`config.mk`:
```
export PLATFORM = sky130hd
export DESIGN_NAME = triple_frame_buffer_manager
export DESIGN_NICKNAME = d
export VERILOG_FILES = /design/src/tfbm_pkg.sv /design/src/tfbm_ctrl.sv /design/src/tfbm_dpath.sv /design/src/triple_frame_buffer_manager.sv
export SDC_FILE = /design/constraint.sdc
export NUM_CORES = 1
export LEC_CHECK = 0
export BUFFER_PORTS_ARGS = -buffer_cell sky130_fd_sc_hd__buf_2
export CORE_UTILIZATION = 50
export CTS_BUF_LIST = sky130_fd_sc_hd__clkbuf_8
export DETAILED_ROUTE_END_ITERATION = 8
export PLACE_DENSITY = 0.69
export SLEW_MARGIN = 30
export SYNTH_ARGS = -nofsm -noshare
export SYNTH_HDL_FRONTEND = slang
export SYNTH_SLANG_ARGS = --single-unit
```
`constraint.sdc`:
```
create_clock -name clk -period 4.9 [get_ports clk]
set_input_delay 1.225 -clock clk [delete_from_list [all_inputs] [get_ports clk]]
set_output_delay 1.225 -clock clk [all_outputs]
set_load 0.02 [all_outputs]
```
`src/tfbm_pkg.sv`:
```
// ============================================================================
// tfbm_pkg
// Shared types and codes for the triple frame buffer manager.
// ============================================================================
package tfbm_pkg;

    // command codes
    localparam logic [1:0] CMD_COMPLETE = 2'd0;
    localparam logic [1:0] CMD_ACQUIRE  = 2'd1;
    localparam logic [1:0] CMD_RELEASE  = 2'd2;

    // buffer ownership codes
    localparam logic [1:0] OWN_FREE    = 2'd0;
    localparam logic [1:0] OWN_FILLING = 2'd1;
    localparam logic [1:0] OWN_READY   = 2'd2;
    localparam logic [1:0] OWN_IN_USE  = 2'd3;

    typedef struct packed {
        logic [1:0] command;
        logic [2:0] buf_idx;
    } request_t;

    typedef struct packed {
        logic        success;
        logic [2:0]  chosen_buffer;
        logic [31:0] frame_sequence;
        logic        replaced_stale;
        logic [31:0] total_frames;
        logic [31:0] stale_total;
    } result_t;

    // controller -> datapath
    typedef struct packed {
        logic capture;       // latch the request beat, clear scan state
        logic mark_done;     // stamp the filling buffer and mark it ready
        logic pick_free;     // hand the lowest free buffer to the writer
        logic scan_step;     // examine one buffer for oldest / newest ready
        logic finish_scan;   // apply the scan winner
        logic finish_simple; // release or unused command
    } ctrl_t;

    // datapath -> controller
    typedef struct packed {
        logic free_found;
        logic scan_last;
    } stat_t;

endpackage

```
`src/tfbm_ctrl.sv`:
```
// ============================================================================
// tfbm_ctrl
// Command sequencer: decodes each accepted beat and steps the datapath.
// ============================================================================
module tfbm_ctrl
    import tfbm_pkg::*;
(
    input  logic       clk,
    input  logic       rst_n,
    input  logic       start,
    input  logic [1:0] command,
    input  stat_t      stat,
    output logic       busy,
    output ctrl_t      ctrl
);

    localparam logic [2:0] S_IDLE   = 3'd0;
    localparam logic [2:0] S_MARK   = 3'd1;
    localparam logic [2:0] S_PICK   = 3'd2;
    localparam logic [2:0] S_SCAN   = 3'd3;
    localparam logic [2:0] S_FINISH = 3'd4;
    localparam logic [2:0] S_SIMPLE = 3'd5;

    logic [2:0] state_reg;
    logic [2:0] state_next;
    logic       accept;

    assign busy   = (state_reg != S_IDLE);
    assign accept = start && !busy;

    always_comb
    begin
        state_next = state_reg;
        ctrl       = '0;
        case (state_reg)
            S_IDLE:
            begin
                if (accept)
                begin
                    ctrl.capture = 1'b1;
                    case (command)
                        CMD_COMPLETE: state_next = S_MARK;
                        CMD_ACQUIRE:  state_next = S_SCAN;
                        default:      state_next = S_SIMPLE;
                    endcase
                end
            end
            S_MARK:
            begin
                ctrl.mark_done = 1'b1;
                state_next     = S_PICK;
            end
            S_PICK:
            begin
                if (stat.free_found)
                begin
                    ctrl.pick_free = 1'b1;
                    state_next     = S_IDLE;
                end
                else
                begin
                    state_next = S_SCAN;
                end
            end
            S_SCAN:
            begin
                ctrl.scan_step = 1'b1;
                if (stat.scan_last)
                begin
                    state_next = S_FINISH;
                end
            end
            S_FINISH:
            begin
                ctrl.finish_scan = 1'b1;
                state_next       = S_IDLE;
            end
            S_SIMPLE:
            begin
                ctrl.finish_simple = 1'b1;
                state_next         = S_IDLE;
            end
            default:
            begin
                state_next = S_IDLE;
            end
        endcase
    end

    always_ff @(posedge clk or negedge rst_n)
    begin
        if (!rst_n)
        begin
            state_reg <= S_IDLE;
        end
        else
        begin
            state_reg <= state_next;
        end
    end

endmodule

```
`src/tfbm_dpath.sv`:
```
// ============================================================================
// tfbm_dpath
// Buffer ownership table, sequence stamps, counters, scan unit and result
// register.
// ============================================================================
module tfbm_dpath
    import tfbm_pkg::*;
#(
    parameter int BUFFER_COUNT = 3
)
(
    input  logic     clk,
    input  logic     rst_n,
    input  request_t request,
    input  ctrl_t    ctrl,
    output stat_t    stat,
    output logic     done,
    output result_t  result
);

    localparam int IDX_W = $clog2(BUFFER_COUNT);

    logic [1:0]       cmd_reg;
    logic [2:0]       idx_reg;
    logic [1:0]       own_reg  [BUFFER_COUNT];
    logic [1:0]       own_next [BUFFER_COUNT];
    logic [31:0]      fn_reg   [BUFFER_COUNT];
    logic [31:0]      fn_next  [BUFFER_COUNT];
    logic [IDX_W-1:0] fill_reg,     fill_next;
    logic [31:0]      total_reg,    total_next;
    logic [31:0]      stale_reg,    stale_next;
    logic [IDX_W-1:0] scan_idx_reg, scan_idx_next;
    logic [IDX_W-1:0] best_reg,     best_next;
    logic [31:0]      best_seq_reg, best_seq_next;
    logic             found_reg,    found_next;
    result_t          res_reg,      res_next;
    logic             done_reg,     done_next;

    logic [BUFFER_COUNT-1:0] is_free;
    logic [BUFFER_COUNT-1:0] is_ready;
    logic [BUFFER_COUNT-1:0] is_in_use;
    logic [7:0]              in_use_pad;
    logic [IDX_W-1:0]        free_idx;
    logic [31:0]             scan_seq;
    logic                    oldest_mode;
    logic                    better;
    logic                    release_ok;

    always_comb
    begin
        for (int i = 0; i < BUFFER_COUNT; i++)
        begin
            is_free[i]   = (own_reg[i] == OWN_FREE);
            is_ready[i]  = (own_reg[i] == OWN_READY);
            is_in_use[i] = (own_reg[i] == OWN_IN_USE);
        end
    end

    assign in_use_pad = 8'(is_in_use);

    // lowest-index free buffer
    always_comb
    begin
        free_idx = '0;
        for (int i = BUFFER_COUNT - 1; i >= 0; i--)
        begin
            if (is_free[i])
            begin
                free_idx = IDX_W'(i);
            end
        end
    end

    assign stat.free_found = |is_free;
    assign stat.scan_last  = (scan_idx_reg == IDX_W'(BUFFER_COUNT - 1));

    // completion scans for oldest (strict <, lowest index wins ties),
    // acquire scans for newest (>=, highest index wins ties)
    assign oldest_mode = (cmd_reg == CMD_COMPLETE);
    assign scan_seq    = fn_reg[scan_idx_reg];
    assign better      = !found_reg ||
                         (oldest_mode ? (scan_seq < best_seq_reg)
                                      : (scan_seq >= best_seq_reg));
    assign release_ok  = (cmd_reg == CMD_RELEASE) &&
                         (4'(idx_reg) < 4'(BUFFER_COUNT)) && in_use_pad[idx_reg];

    always_comb
    begin
        own_next      = own_reg;
        fn_next       = fn_reg;
        fill_next     = fill_reg;
        total_next    = total_reg;
        stale_next    = stale_reg;
        scan_idx_next = scan_idx_reg;
        best_next     = best_reg;
        best_seq_next = best_seq_reg;
        found_next    = found_reg;
        res_next      = res_reg;
        done_next     = 1'b0;

        if (ctrl.capture)
        begin
            scan_idx_next = '0;
            best_next     = '0;
            best_seq_next = '0;
            found_next    = 1'b0;
        end

        if (ctrl.mark_done)
        begin
            total_next        = total_reg + 32'd1;
            fn_next[fill_reg]  = total_reg + 32'd1;
            own_next[fill_reg] = OWN_READY;
        end

        if (ctrl.pick_free)
        begin
            own_next[free_idx]      = OWN_FILLING;
            fill_next               = free_idx;
            res_next.success        = 1'b1;
            res_next.chosen_buffer  = 3'(free_idx);
            res_next.frame_sequence = total_reg;
            res_next.replaced_stale = 1'b0;
            res_next.total_frames   = total_reg;
            res_next.stale_total    = stale_reg;
            done_next               = 1'b1;
        end

        if (ctrl.scan_step)
        begin
            if (is_ready[scan_idx_reg] && better)
            begin
                best_next     = scan_idx_reg;
                best_seq_next = scan_seq;
                found_next    = 1'b1;
            end
            scan_idx_next = scan_idx_reg + IDX_W'(1);
        end

        if (ctrl.finish_scan)
        begin
            done_next             = 1'b1;
            res_next              = '0;
            res_next.total_frames = total_reg;
            res_next.stale_total  = stale_reg;
            if (oldest_mode)
            begin
                // the buffer just stamped is always ready, so found is set
                stale_next              = stale_reg + 32'd1;
                own_next[best_reg]      = OWN_FILLING;
                fill_next               = best_reg;
                res_next.success        = 1'b1;
                res_next.chosen_buffer  = 3'(best_reg);
                res_next.frame_sequence = total_reg;
                res_next.replaced_stale = 1'b1;
                res_next.stale_total    = stale_reg + 32'd1;
            end
            else if (found_reg)
            begin
                own_next[best_reg]      = OWN_IN_USE;
                res_next.success        = 1'b1;
                res_next.chosen_buffer  = 3'(best_reg);
                res_next.frame_sequence = best_seq_reg;
            end
        end

        if (ctrl.finish_simple)
        begin
            done_next             = 1'b1;
            res_next              = '0;
            res_next.total_frames = total_reg;
            res_next.stale_total  = stale_reg;
            if (release_ok)
            begin
                for (int i = 0; i < BUFFER_COUNT; i++)
                begin
                    if (3'(i) == idx_reg)
                    begin
                        own_next[i] = OWN_FREE;
                    end
                end
                res_next.success = 1'b1;
            end
        end
    end

    always_ff @(posedge clk or negedge rst_n)
    begin
        if (!rst_n)
        begin
            for (int i = 0; i < BUFFER_COUNT; i++)
            begin
                own_reg[i] <= (i == 0) ? OWN_FILLING : OWN_FREE;
                fn_reg[i]  <= '0;
            end
            fill_reg  <= '0;
            total_reg <= '0;
            stale_reg <= '0;
            found_reg <= 1'b0;
            done_reg  <= 1'b0;
        end
        else
        begin
            own_reg   <= own_next;
            fn_reg    <= fn_next;
            fill_reg  <= fill_next;
            total_reg <= total_next;
            stale_reg <= stale_next;
            found_reg <= found_next;
            done_reg  <= done_next;
        end
    end

    always_ff @(posedge clk)
    begin
        if (ctrl.capture)
        begin
            cmd_reg <= request.command;
            idx_reg <= request.buf_idx;
        end
        scan_idx_reg <= scan_idx_next;
        best_reg     <= best_next;
        best_seq_reg <= best_seq_next;
        res_reg      <= res_next;
    end

    assign done   = done_reg;
    assign result = res_reg;

endmodule

```
`src/triple_frame_buffer_manager.sv`:
```
// ============================================================================
// triple_frame_buffer_manager
// Frame buffer ownership manager with drop-oldest triple buffering.
// ============================================================================
// Usage:
//   A command beat (request) is taken at a rising edge with start high and
//   busy low. Commands: frame complete, acquire newest ready, release buffer.
//   Each command yields one result beat on result, marked by done for
//   exactly one cycle; the receiver cannot stall, so it must take it then.
//   Sequencer steps from the accept edge to the result beat:
//     release / unused command   finish state, then the result
//     frame complete, free found mark the filling buffer ready, pick the lowest free one
//     acquire                    scan every buffer, then take the newest ready one
//     frame complete, stale      mark, find none free, scan, reuse the oldest ready
//   busy drops as the result appears, so a new command can be taken in the
//   same cycle the result is shown. The oldest/newest ready search steps
//   through the buffers one per cycle with a single 32-bit compare.
//   Reset: buffer 0 filling, others free, all stamps and counters zero.
// ============================================================================
module triple_frame_buffer_manager
    import tfbm_pkg::*;
#(
    parameter int BUFFER_COUNT = 3
)
(
    input  logic     clk,
    input  logic     rst_n,
    input  logic     start,
    input  request_t request,
    output logic     busy,
    output logic     done,
    output result_t  result
);

    ctrl_t ctrl;
    stat_t stat;

    tfbm_ctrl u_ctrl (
        .clk     (clk),
        .rst_n   (rst_n),
        .start   (start),
        .command (request.command),
        .stat    (stat),
        .busy    (busy),
        .ctrl    (ctrl)
    );

    tfbm_dpath #(
        .BUFFER_COUNT (BUFFER_COUNT)
    ) u_dpath (
        .clk     (clk),
        .rst_n   (rst_n),
        .request (request),
        .ctrl    (ctrl),
        .stat    (stat),
        .done    (done),
        .result  (result)
    );

`ifndef SYNTH
    // an accepted beat always occupies the sequencer for the next cycle
    a_accept_busy: assert property (@(posedge clk) disable iff (!rst_n)
        (start && !busy) |=> busy)
        else $error("accepted beat did not raise busy");

    // no command finishes in the cycle it is accepted, so results never abut
    a_done_spaced: assert property (@(posedge clk) disable iff (!rst_n)
        done |=> !done)
        else $error("back-to-back result beats");

    // a stale replacement only comes from a completion
    a_stale_complete: assert property (@(posedge clk) disable iff (!rst_n)
        (done && result.replaced_stale) |->
            (result.success && result.frame_sequence == result.total_frames))
        else $error("stale flag on a non-completion result");
`endif

endmodule
```
# After elaboration in Yosys (flattened, before gate mapping)

Index checks and enable logic that the tools add are counted.

Logic and storage cells: 161
Bits of input ports: 8
Output and inout bits: 103
Register bits: 315

Bitwise logic cells: 14
Add/subtract/negate cells: 3
Mux-type cells: 68
Reduce and logical (&&, ||, !) cells: 23
Order comparisons: 12
Eq/ne operators: 18

Operators by type and width:

| operator                                                    | count |
|---|---|
| two-way mux 101 bit                                         | 3 |
| two-way mux 32 bit                                          | 7 |
| bitwise mux 96 bit                                          | 1 |
| two-way mux 36 bit                                          | 2 |
| adder 32 x 1 -> 32 bit (second input constant)              | 2 |
| binary-select mux 32 bit (select 2 bit)                     | 1 |
| demux 32 bit (select 2 bit)                                 | 1 |
| two-way mux 6 bit                                           | 7 |
| two-way mux 2 bit                                           | 18 |
| greater-or-equal comparator 32 bit                          | 1 |
| less-than comparator 32 bit                                 | 1 |
| two-way mux 1 bit                                           | 19 |
| equality test 2 bit (second input constant)                 | 8 |
| demux 2 bit (select 2 bit)                                  | 3 |
| greater-or-equal comparator 3 bit (second input constant)   | 4 |
| inverter 2 -> 3 bit                                         | 4 |
| case mux 3 bit (4 select lines)                             | 1 |
| zero test 2 bit                                             | 5 |
| bitwise AND 3 bit                                           | 3 |
| less-than comparator 3 x 1 -> 1 bit (second input constant) | 3 |
| inverter 3 bit                                              | 3 |
| bitwise OR 3 bit                                            | 3 |
| logical AND 1 bit                                           | 7 |
| equality test 3 x 2 -> 1 bit (second input constant)        | 2 |
| other kinds (23)                                            | 29 |

# Longest topological paths before layout

Gate-level depths: netlist of run 1.

Depth in word-level cells: 19
Depth in mapped cells: 16
Depth with buffers taken out: 12

# By module

A second synthesis of run 1 with hierarchy kept.

Cell total of the unflattened synthesis: 1425
Area, all modules: 14532.7 um2

Modules (own cells, without submodules):

| module     | cells each | area an instance (um2) | times used | seq. area each (um2) |
|---|---|---|---|---|
| tfbm_dpath | 1406       | 14332.5                | 1          | 7798.7 |
| tfbm_ctrl  | 19         | 200.2                  | 1          | 75.1 |

# Worst setup path before layout of run 1

No wires, ideal clock.

Kind: reg2reg
Start: register u_dpath.scan_idx_reg[1]
End: register u_dpath.best_seq_reg[10]
Cell stages (with the launch flop): 14
Library setup time: 0.060 ns
Data required time: 4.840 ns
Arrival: 3.568 ns
Period minus slack after synthesis: 3.628 ns
Path slack: 1.272 ns
Buffers on the path: 3
Cell sequence: edfxtp_1 > clkbuf_1 > buf_1 > mux2i_1 > o21ai_0 > ha_1 > a211oi_1 > o21ai_0 > o211ai_1 > a21oi_1 > o31a_1 > a221oi_2 > clkbuf_1 > a22o_1

Cells in the longest elaborated chain, start to end: 10
Elaborated cells on any way between the ends: 13
Those cells by class: 2 x order compare; 8 x mux; 1 x bitwise; 2 x reduce/logical

RTL lines:

| element                                                                                  | RTL line                           | text |
|---|---|---|
| start: declaration                                                                       | tfbm_dpath.sv:32                   | `logic [IDX_W-1:0] scan_idx_reg, scan_idx_next;` |
| start signal: assignment                                                                 | tfbm_dpath.sv:221                  | `scan_idx_reg <= scan_idx_next;` |
| inverter 2 -> 3 bit (implied by the code)                                                | tfbm_dpath.sv:80                   | `assign scan_seq = fn_reg[scan_idx_reg];` |
| binary-select mux 32 bit (select 2 bit)                                                  | tfbm_dpath.sv:80                   |  |
| two-way mux 32 bit (implied by the code) (2 in series)                                   | tfbm_dpath.sv:80                   |  |
| greater-or-equal comparator 32 bit / less-than comparator 32 bit (equally long branches) | tfbm_dpath.sv:83, tfbm_dpath.sv:82 |  |
| two-way mux 1 bit                                                                        | tfbm_dpath.sv:82                   | `(oldest_mode ? (scan_seq < best_seq_reg)` |
| logical OR 1 bit                                                                         | tfbm_dpath.sv:81                   | `assign better = !found_reg \|\|` |
| logical AND 1 bit                                                                        | tfbm_dpath.sv:131                  | `if (is_ready[scan_idx_reg] && better)` |
| two-way mux 32 bit *                                                                     | tfbm_dpath.sv:131                  |  |
| two-way mux 32 bit *                                                                     | tfbm_dpath.sv:129                  | `if (ctrl.scan_step)` |
| via u_dpath.best_seq_next[10]                                                            | tfbm_dpath.sv:34                   | `logic [31:0] best_seq_reg, best_seq_next;` |
| end signal: assignment                                                                   | tfbm_dpath.sv:223                  | `best_seq_reg <= best_seq_next;` |
| end: declaration                                                                         | tfbm_dpath.sv:34                   |  |

The timed path passes the listed nets; every way through them passes the cells marked *. The select of a mux whose other input is x is not followed.
A chain may end at the register's enable or synchronous reset.

# Worst setup path in the final report of run 1

Start: register u_dpath.scan_idx_reg[1]
End: register u_dpath.best_seq_reg[18]

Same word-level chain as after synthesis.

==> metrics, run 1 <==
largest net degree at the start of global routing 77; Post-Synth XOR/XNOR Area 7.77%; minimum clock period 3670 ps; router iterations before antenna repair 7; multiplexer share of the synthesized area 2.80%; post-synthesis cell area 13900 sq um; Setup Buffers After CTS 0; post-route ant nets 0; Async SR Flop Fraction 55.1%; Critical R2R Capture u_dpath.best_seq_reg[18]; worst path bufs/invs 2; post-synthesis register bit count 314; Post-Route WL 31200 microns; maximum vdd drop 0.000373 V; DPL Wire Length 20600 microns; Placed Cells 1751; DR iter-0 viols 644; initial antenna violation count 0; Post-synth top flop dfrtp_1; post-synth top area cell dfrtp_1; Cells after Synth 1326; Achievable Freq 272 MHz; Chip Width 169 microns; CTS Buf Count 52; Fillers 2330; gpl congestion 0.860; Initial Utilization 51.1%; Clock Power Share 27.2%; latest clock arrival within the worst-skew pair 580 ps; largest family of logic cells by synthesized area simple AND/OR/NAND/NOR gates; pwr/cell area 513 nW/um^2; CTS sink cnt 314; drc violations 0; Slew headroom 39.1%; worst reg2reg path startpoint u_dpath.scan_idx_reg[1]; final setup TNS 0 ps; multi-input logic area 5570 sq um; height of the chip 169 microns; Final Hold Viols 0; total track usage 22.6%; Critical Path, Cell by Cell buf_4, mux2i_1, o21ai_0, ha_1, a211oi_1, o21ai_0, o211ai_1, a21oi_1, o31ai_1, a22o_1, buf_4, a22o_1; Non-Filler Instances 1847; Reg2Reg Depth 12; Final Max Slew Viols 0; first-pass GRT wire length 51500 microns; vias in the first global route 9864; Final setup viols 0; count of hold-fix buffers inserted at cts 0; routed via count 9987; Largest register FFs 100; cell row count 60; core region area 27100 sq um; flop2flop setup slack 1230 ps; leakage power 6.79 nW; Seq pwr share 43.3%; largest cells by area after synthesis dfrtp_1 31%, edfxtp_1 16%, dfxtp_1 10%; number of synthesized flops with an enable pin 72; register area 7870 sq um; worst-margin pin slew 914 ps; final net count 1476; CTS tree done; Top Ports 111; P&R area growth vs syn 13.8%; Worst Hold Launch u_dpath.result[64]; hold endpoint u_dpath.result[64]; sw power 2.95 mW; clock transition at the registers of the reported paths 60 ps; CP endpoint kind flop; final cell utilization of the core 58.2%; mean routed wirelength per cell 16.9 microns; H-tree depth 2; YS warnings 0; slowest CP cell buf_4; share of the synthesized area in the top cell type 31.1%; combinational power share 29.5%; Synth Area in Compound Gates 11.4%; CP max FO 37; post-synthesis adder-cell area fraction 3.16%; share of cells above drive strength 1 15.2%; crit-path leading delay family compound AO/OA/AOI/OAI gates; IO buf count 109; distinct cell type count after synthesis 57; n_diodes 0; Post-Synth Simple-Gate Area 14.7%; Worst Skew 28.0 ps; DR vias/cell 5.41; Worst Hold Class flop to flop; Seq/Total Area, Yosys 56.8%; period utilization 75.0%; max-cap viol count 0; Syn Nets 1369; Syn Area/Cell 10.5 sq um; gr ovfl total 0; status finished, final reports clean; WHS Path Cells 2; CP arrival 4170 ps; CTS Buffer Depth 3; die area 28400 sq um; Crit Path Class flop to flop; total power 8.10 mW; CP max stage delay 570 ps; startpoint class of the critical path flop; Switching Fraction 36.5%; Clock Root Buffer clkbuf_8; internal power 5.14 mW; CTS resizes 0; RSZ-0062 raised after global routing false; WP data required 5400 ps
## layout make-up
cell class	instances	share of cell area, %
flip-flops and latches	314	49.9
multi-input cells	895	35.3
clock buffers	64	5.58
repair buffers	128	4.48
well taps	372	2.95
inverters	42	0.999
clock inverters	32	0.817
## Yosys cell counts (all sizes together) (42+ instances only)
library cell / count
edfxtp: 72
o21ai: 133
nor2: 87
nand2: 219
nand3: 58
clkbuf: 58
inv: 42
dfxtp: 69
xnor2: 67
dfrtp: 172
xor2: 56
## power by group through the flow
stage | registers [mW] | logic (mW) | clock network, mW
final | 3.50 | 2.39 | 2.20
after global routing | 3.56 | 2.62 | 2.37
after detailed placement | 3.54 | 2.41 | 0
after CTS | 3.50 | 2.41 | 2.25
after floorplan | 3.86 | 1.28 | 0
after global placement | 3.54 | 2.36 | 0
## worst register-to-register path, cell delays in order, from the launching register on
cell and delay, ps:
edfxtp_1 370, buf_4 570, mux2i_1 160, o21ai_0 290, ha_1 310, a211oi_1 320, o21ai_0 180, o211ai_1 200
a21oi_1 110, o31ai_1 460, a22o_1 220, buf_4 240, a22o_1 180
## layout by cell type, fill, tap and decap left out, types with 3 or more instances in the layout
| cell | netlist | final |
|---|---|---|
| nand4_1 | 16 | 16 |
| xnor2_1 | 67 | 67 |
| a31oi_1 | 4 | 4 |
| o211ai_1 | 4 | 4 |
| nor2_1 | 86 | 84 |
| dfrtp_1 | 172 | 172 |
| nor3b_1 | 4 | 4 |
| clkinv_2 | 0 | 7 |
| buf_4 | 2 | 18 |
| and2_1 | 6 | 5 |
| clkinv_1 | 0 | 8 |
| nor3_1 | 9 | 9 |
| nor2b_1 | 3 | 3 |
| a222oi_1 | 4 | 4 |
| mux2_2 | 6 | 6 |
| and4_1 | 7 | 7 |
| nand2_1 | 219 | 217 |
| mux2i_1 | 32 | 32 |
| nor4_1 | 3 | 3 |
| edfxtp_1 | 72 | 72 |
| ha_1 | 35 | 35 |
| o21ai_0 | 133 | 133 |
| a22o_1 | 35 | 35 |
| nor3_2 | 4 | 4 |
| clkbuf_8 | 0 | 64 |
| buf_2 | 8 | 108 |
| a21oi_1 | 24 | 24 |
| a221oi_1 | 6 | 6 |
| o22ai_1 | 3 | 3 |
| nand3_1 | 57 | 57 |
| and3_1 | 14 | 14 |
| dfxtp_1 | 69 | 69 |
| a311oi_1 | 28 | 28 |
| nand3b_1 | 3 | 3 |
| xor2_1 | 56 | 56 |
| inv_1 | 42 | 59 |
## stage by stage
step | instance area (sq um) | hold slack (ps) | worst slack [ps]
4_1_cts | 15800 | 454 | 1230
3_3_place_gp | 14800 | 442 | 1410
5_1_grt | 15800 | 467 | 899
6_report | 15800 | 449 | 1230
3_5_place_dp | 14800 | 446 | 1260
2_1_floorplan | 13900 | 420 | 1270
## how the worst max path moves through the flow
stage	startpoint	to	slack [ps]	cells past startpoint
after floorplan	u_dpath.scan_idx_reg[1]	u_dpath.best_seq_reg[10]	1270	13
after global placement	u_dpath.scan_idx_reg[1]	u_dpath.best_seq_reg[27]	1410	12
after detailed placement	u_dpath.scan_idx_reg[1]	u_dpath.best_seq_reg[26]	1260	12
after CTS	u_dpath.scan_idx_reg[1]	u_dpath.best_seq_reg[18]	1230	12
after global routing	u_dpath.scan_idx_reg[1]	u_dpath.best_seq_reg[17]	900	12
final	u_dpath.scan_idx_reg[1]	u_dpath.best_seq_reg[18]	1230	12
## metal layers
metal / up-vias / share of wire, % / GRT usage (%)
li1: 4855 / - / -
met2: 264 / 48 / 37.5
met3: 56 / 5.2 / 3.83
met5: - / 0 / 0
met4: 0 / 2.3 / 7.31
met1: 4812 / 45 / 30.3
## logic make-up after synthesis
family	Yosys count
simple gates	448
flops	314
compound gates	250
xor+xnor	123
buf+inv	117
mux	38
fa+ha+maj	35
other cells	1
(Power assumes the default switching activity.)
==> run 2: changes to the inputs <==
--- a/config.mk
+++ b/config.mk
@@ -9,7 +9,7 @@
 export CORE_UTILIZATION = 50
 export CTS_BUF_LIST = sky130_fd_sc_hd__clkbuf_8
 export DETAILED_ROUTE_END_ITERATION = 8
-export PLACE_DENSITY = 0.69
+export PLACE_DENSITY = 0.72
 export SLEW_MARGIN = 30
 export SYNTH_ARGS = -nofsm -noshare
 export SYNTH_HDL_FRONTEND = slang
==> constraint.sdc (replaced) <==
create_clock -name clk -period 3.2 [get_ports clk]
set_input_delay 0.8 -clock clk [delete_from_list [all_inputs] [get_ports clk]]
set_output_delay 0.8 -clock clk [all_outputs]
set_load 0.02 [all_outputs]
==> metrics, run 2 (synthesis results as in run 1) <==
status complete, but fails checks (was finished, final reports clean); failing checks negative setup slack; n_diodes 0 (unchanged); DR iter-0 viols 725 (was 644); IO buf count 109 (unchanged); final setup TNS -833 ps (was 0 ps); CP max FO 25 (was 37); routed via count 10241 (was 9987); Chip Width 169 microns (unchanged); Final Hold Viols 0 (unchanged); worst-margin pin slew 685 ps (was 914 ps); total track usage 23.0% (was 22.6%); leakage power 7.02 nW (was 6.79 nW); maximum vdd drop 0.000490 V (was 0.000373 V); Non-Filler Instances 1877 (was 1847); period utilization 101% (was 75.0%); pwr/cell area 797 nW/um^2 (was 513 nW/um^2); drc violations 0 (unchanged); latest clock arrival within the worst-skew pair 570 ps (was 580 ps); Clock Root Buffer clkbuf_8 (unchanged); Crit Path Class flop to flop (unchanged); max-cap viol count 0 (unchanged); worst path bufs/invs 3 (was 2); WP data required 3660 ps (was 5400 ps); DPL Wire Length 21700 microns (was 20600 microns); Worst Hold Class primary input to asynchronous set/reset pin (was flop to flop); minimum clock period 3240 ps (was 3670 ps); count of hold-fix buffers inserted at cts 0 (unchanged); Top Ports 111 (unchanged); most frequent cells in the layout 218 x nand2_1, 172 x dfrtp_1, 112 x o21ai_0 (was 217 x nand2_1, 172 x dfrtp_1, 133 x o21ai_0); P&R area growth vs syn 17.2% (was 13.8%); CTS Buf Count 50 (was 52); Worst Skew 21.5 ps (was 28.0 ps); gpl congestion 0.885 (was 0.860); Final setup viols 34 (was 0); DR vias/cell 5.46 (was 5.41); H-tree depth 2 (unchanged); mean routed wirelength per cell 17.1 microns (was 16.9 microns); vias in the first global route 10149 (was 9864); first-pass GRT wire length 52000 microns (was 51500 microns); CP endpoint kind flop (unchanged); CTS sink cnt 314 (unchanged); gr ovfl total 0 (unchanged); CP arrival 3700 ps (was 4170 ps); Achievable Freq 309 MHz (was 272 MHz); CTS Buffer Depth 3 (unchanged); core region area 27100 sq um (unchanged); CP max stage delay 470 ps (was 570 ps); Critical Path, Cell by Cell buf_6, nor2_4, buf_12, nand2_1, o21ai_1, ha_1, and4_1, a221oi_2, a21oi_2, o31a_1, a22o_1, buf_12, a22o_1 (was buf_4, mux2i_1, o21ai_0, ha_1, a211oi_1, o21ai_0, o211ai_1, a21oi_1, o31ai_1, a22o_1, buf_4, a22o_1); Largest register FFs 100 (unchanged); final net count 1506 (was 1476); initial antenna violation count 0 (unchanged); clock transition at the registers of the reported paths 70 ps (was 60 ps); height of the chip 169 microns (unchanged); Post-Route WL 32100 microns (was 31200 microns); leading cell type in the layout, fill and taps excluded nand2_1 (unchanged); router iterations before antenna repair 5 (was 7); Initial Utilization 51.1% (unchanged); RSZ-0062 raised after global routing true (was false); slowest CP cell edfxtp_1 (was buf_4); Fillers 2237 (was 2330); die area 28400 sq um (unchanged); fin worst setup slack -37.0 ps (was 1230 ps); post-route ant nets 0 (unchanged); Placed Cells 1770 (was 1751); startpoint class of the critical path flop (unchanged); cell row count 60 (unchanged); Final Max Slew Viols 0 (unchanged); Slew headroom 54.0% (was 39.1%); crit-path leading delay family compound AO/OA/AOI/OAI gates (unchanged); largest net degree at the start of global routing 63 (was 77); CTS tree done (unchanged); share of cells above drive strength 1 17.5% (was 15.2%)
==> run 2: cell types whose count changed in the layout (fill, tap and decap cells not counted), moves of 3 or more <==
cell / before / now
o21ai_1: 0 / 19
o21ai_0: 133 / 112
clkinv_2: 7 / 4
bufinv_16: 0 / 3
buf_6: 1 / 4
buf_12: 1 / 7
inv_1: 59 / 62
clkinv_1: 8 / 4
buf_4: 18 / 39
==> run 2: layer usage <==
layer | track usage (%) | vias up | wire, microns | part of all wire (%)
li1 | - | 4923 | - | -
met1 | 30.1 | 4946 | 14200 | 44
met2 | 39.1 | 322 | 15500 | 48
met3 | 3.86 | 50 | 1730 | 5.4
met4 | 7.51 | 0 | 664 | 2.1
met5 | 0 | - | 0 | 0
==> run 2: worst register-to-register path: stages, from the launching register on <==
cell      delay [ps]
edfxtp_1         470
buf_6            180
nor2_4           130
buf_12           170
nand2_1           60
o21ai_1          110
ha_1             300
and4_1           230
a221oi_2         380
a21oi_2          120
o31a_1           290
a22o_1           250
buf_12           170
a22o_1           250
==> run 2: metrics by stage <==
step | total power [mW] | hold slack, ps | instance area, sq um | util [%] | setup WS [ps]
finish | 12.9 | 230 | 16200 | 59.9 | -37.0
global route | 13.6 | 249 | 16200 | 59.9 | -195
CTS | 12.9 | 229 | 16100 | 59.4 | 0.0313
detailed placement | 9.29 | 451 | 15000 | 55.3 | -55.2
global placement | 9.21 | 447 | 15000 | 55.3 | -14.0
floorplan | 7.92 | 420 | 13900 | - | 5.83
==> run 2: worst paths after layout <==
check	from	depth (start not counted)	slack, ps	endpoint
worst max-delay path	u_dpath.scan_idx_reg[1]	13	-40	u_dpath.best_seq_reg[14]
worst min-delay path	rst_n	1	230	u_dpath.stale_reg[8]
worst max register to register	u_dpath.scan_idx_reg[1]	13	-40	u_dpath.best_seq_reg[14]
worst min register to register	u_dpath.result[64]	2	450	u_dpath.result[64]
max in group asynchronous	rst_n	2	2200	u_dpath.total_reg[17]
min in group clk	request[1]	1	410	u_dpath.idx_reg[1]
==> run 2: where the power goes <==
| group | switching [mW] | internal (mW) |
|---|---|---|
| clock | 1.55 | 1.99 |
| sequential | 0.493 | 4.91 |
| combinational | 2.58 | 1.43 |
| total | 4.61 | 8.34 |
==> run 2: timing repair <==
item | in CTS | in global routing
endpoints found under the setup margin | 34 | 34
endpoints found under the hold margin | 0 | 0
gates cloned | 0 | 2
buffers inserted | 5 | 6
resized for setup | 4 | 30
pin swaps | 0 | 10
==> run 2: area by class of cell <==
type / count / area (sq um) / area share [%]
flip-flops and latches: 314 / 7870 / 48.5
multi-input cells: 895 / 5610 / 34.6
repair buffers: 160 / 1070 / 6.58
clock buffers: 62 / 853 / 5.26
well taps: 372 / 465 / 2.87
clock inverters: 32 / 208 / 1.28
inverters: 42 / 158 / 0.971
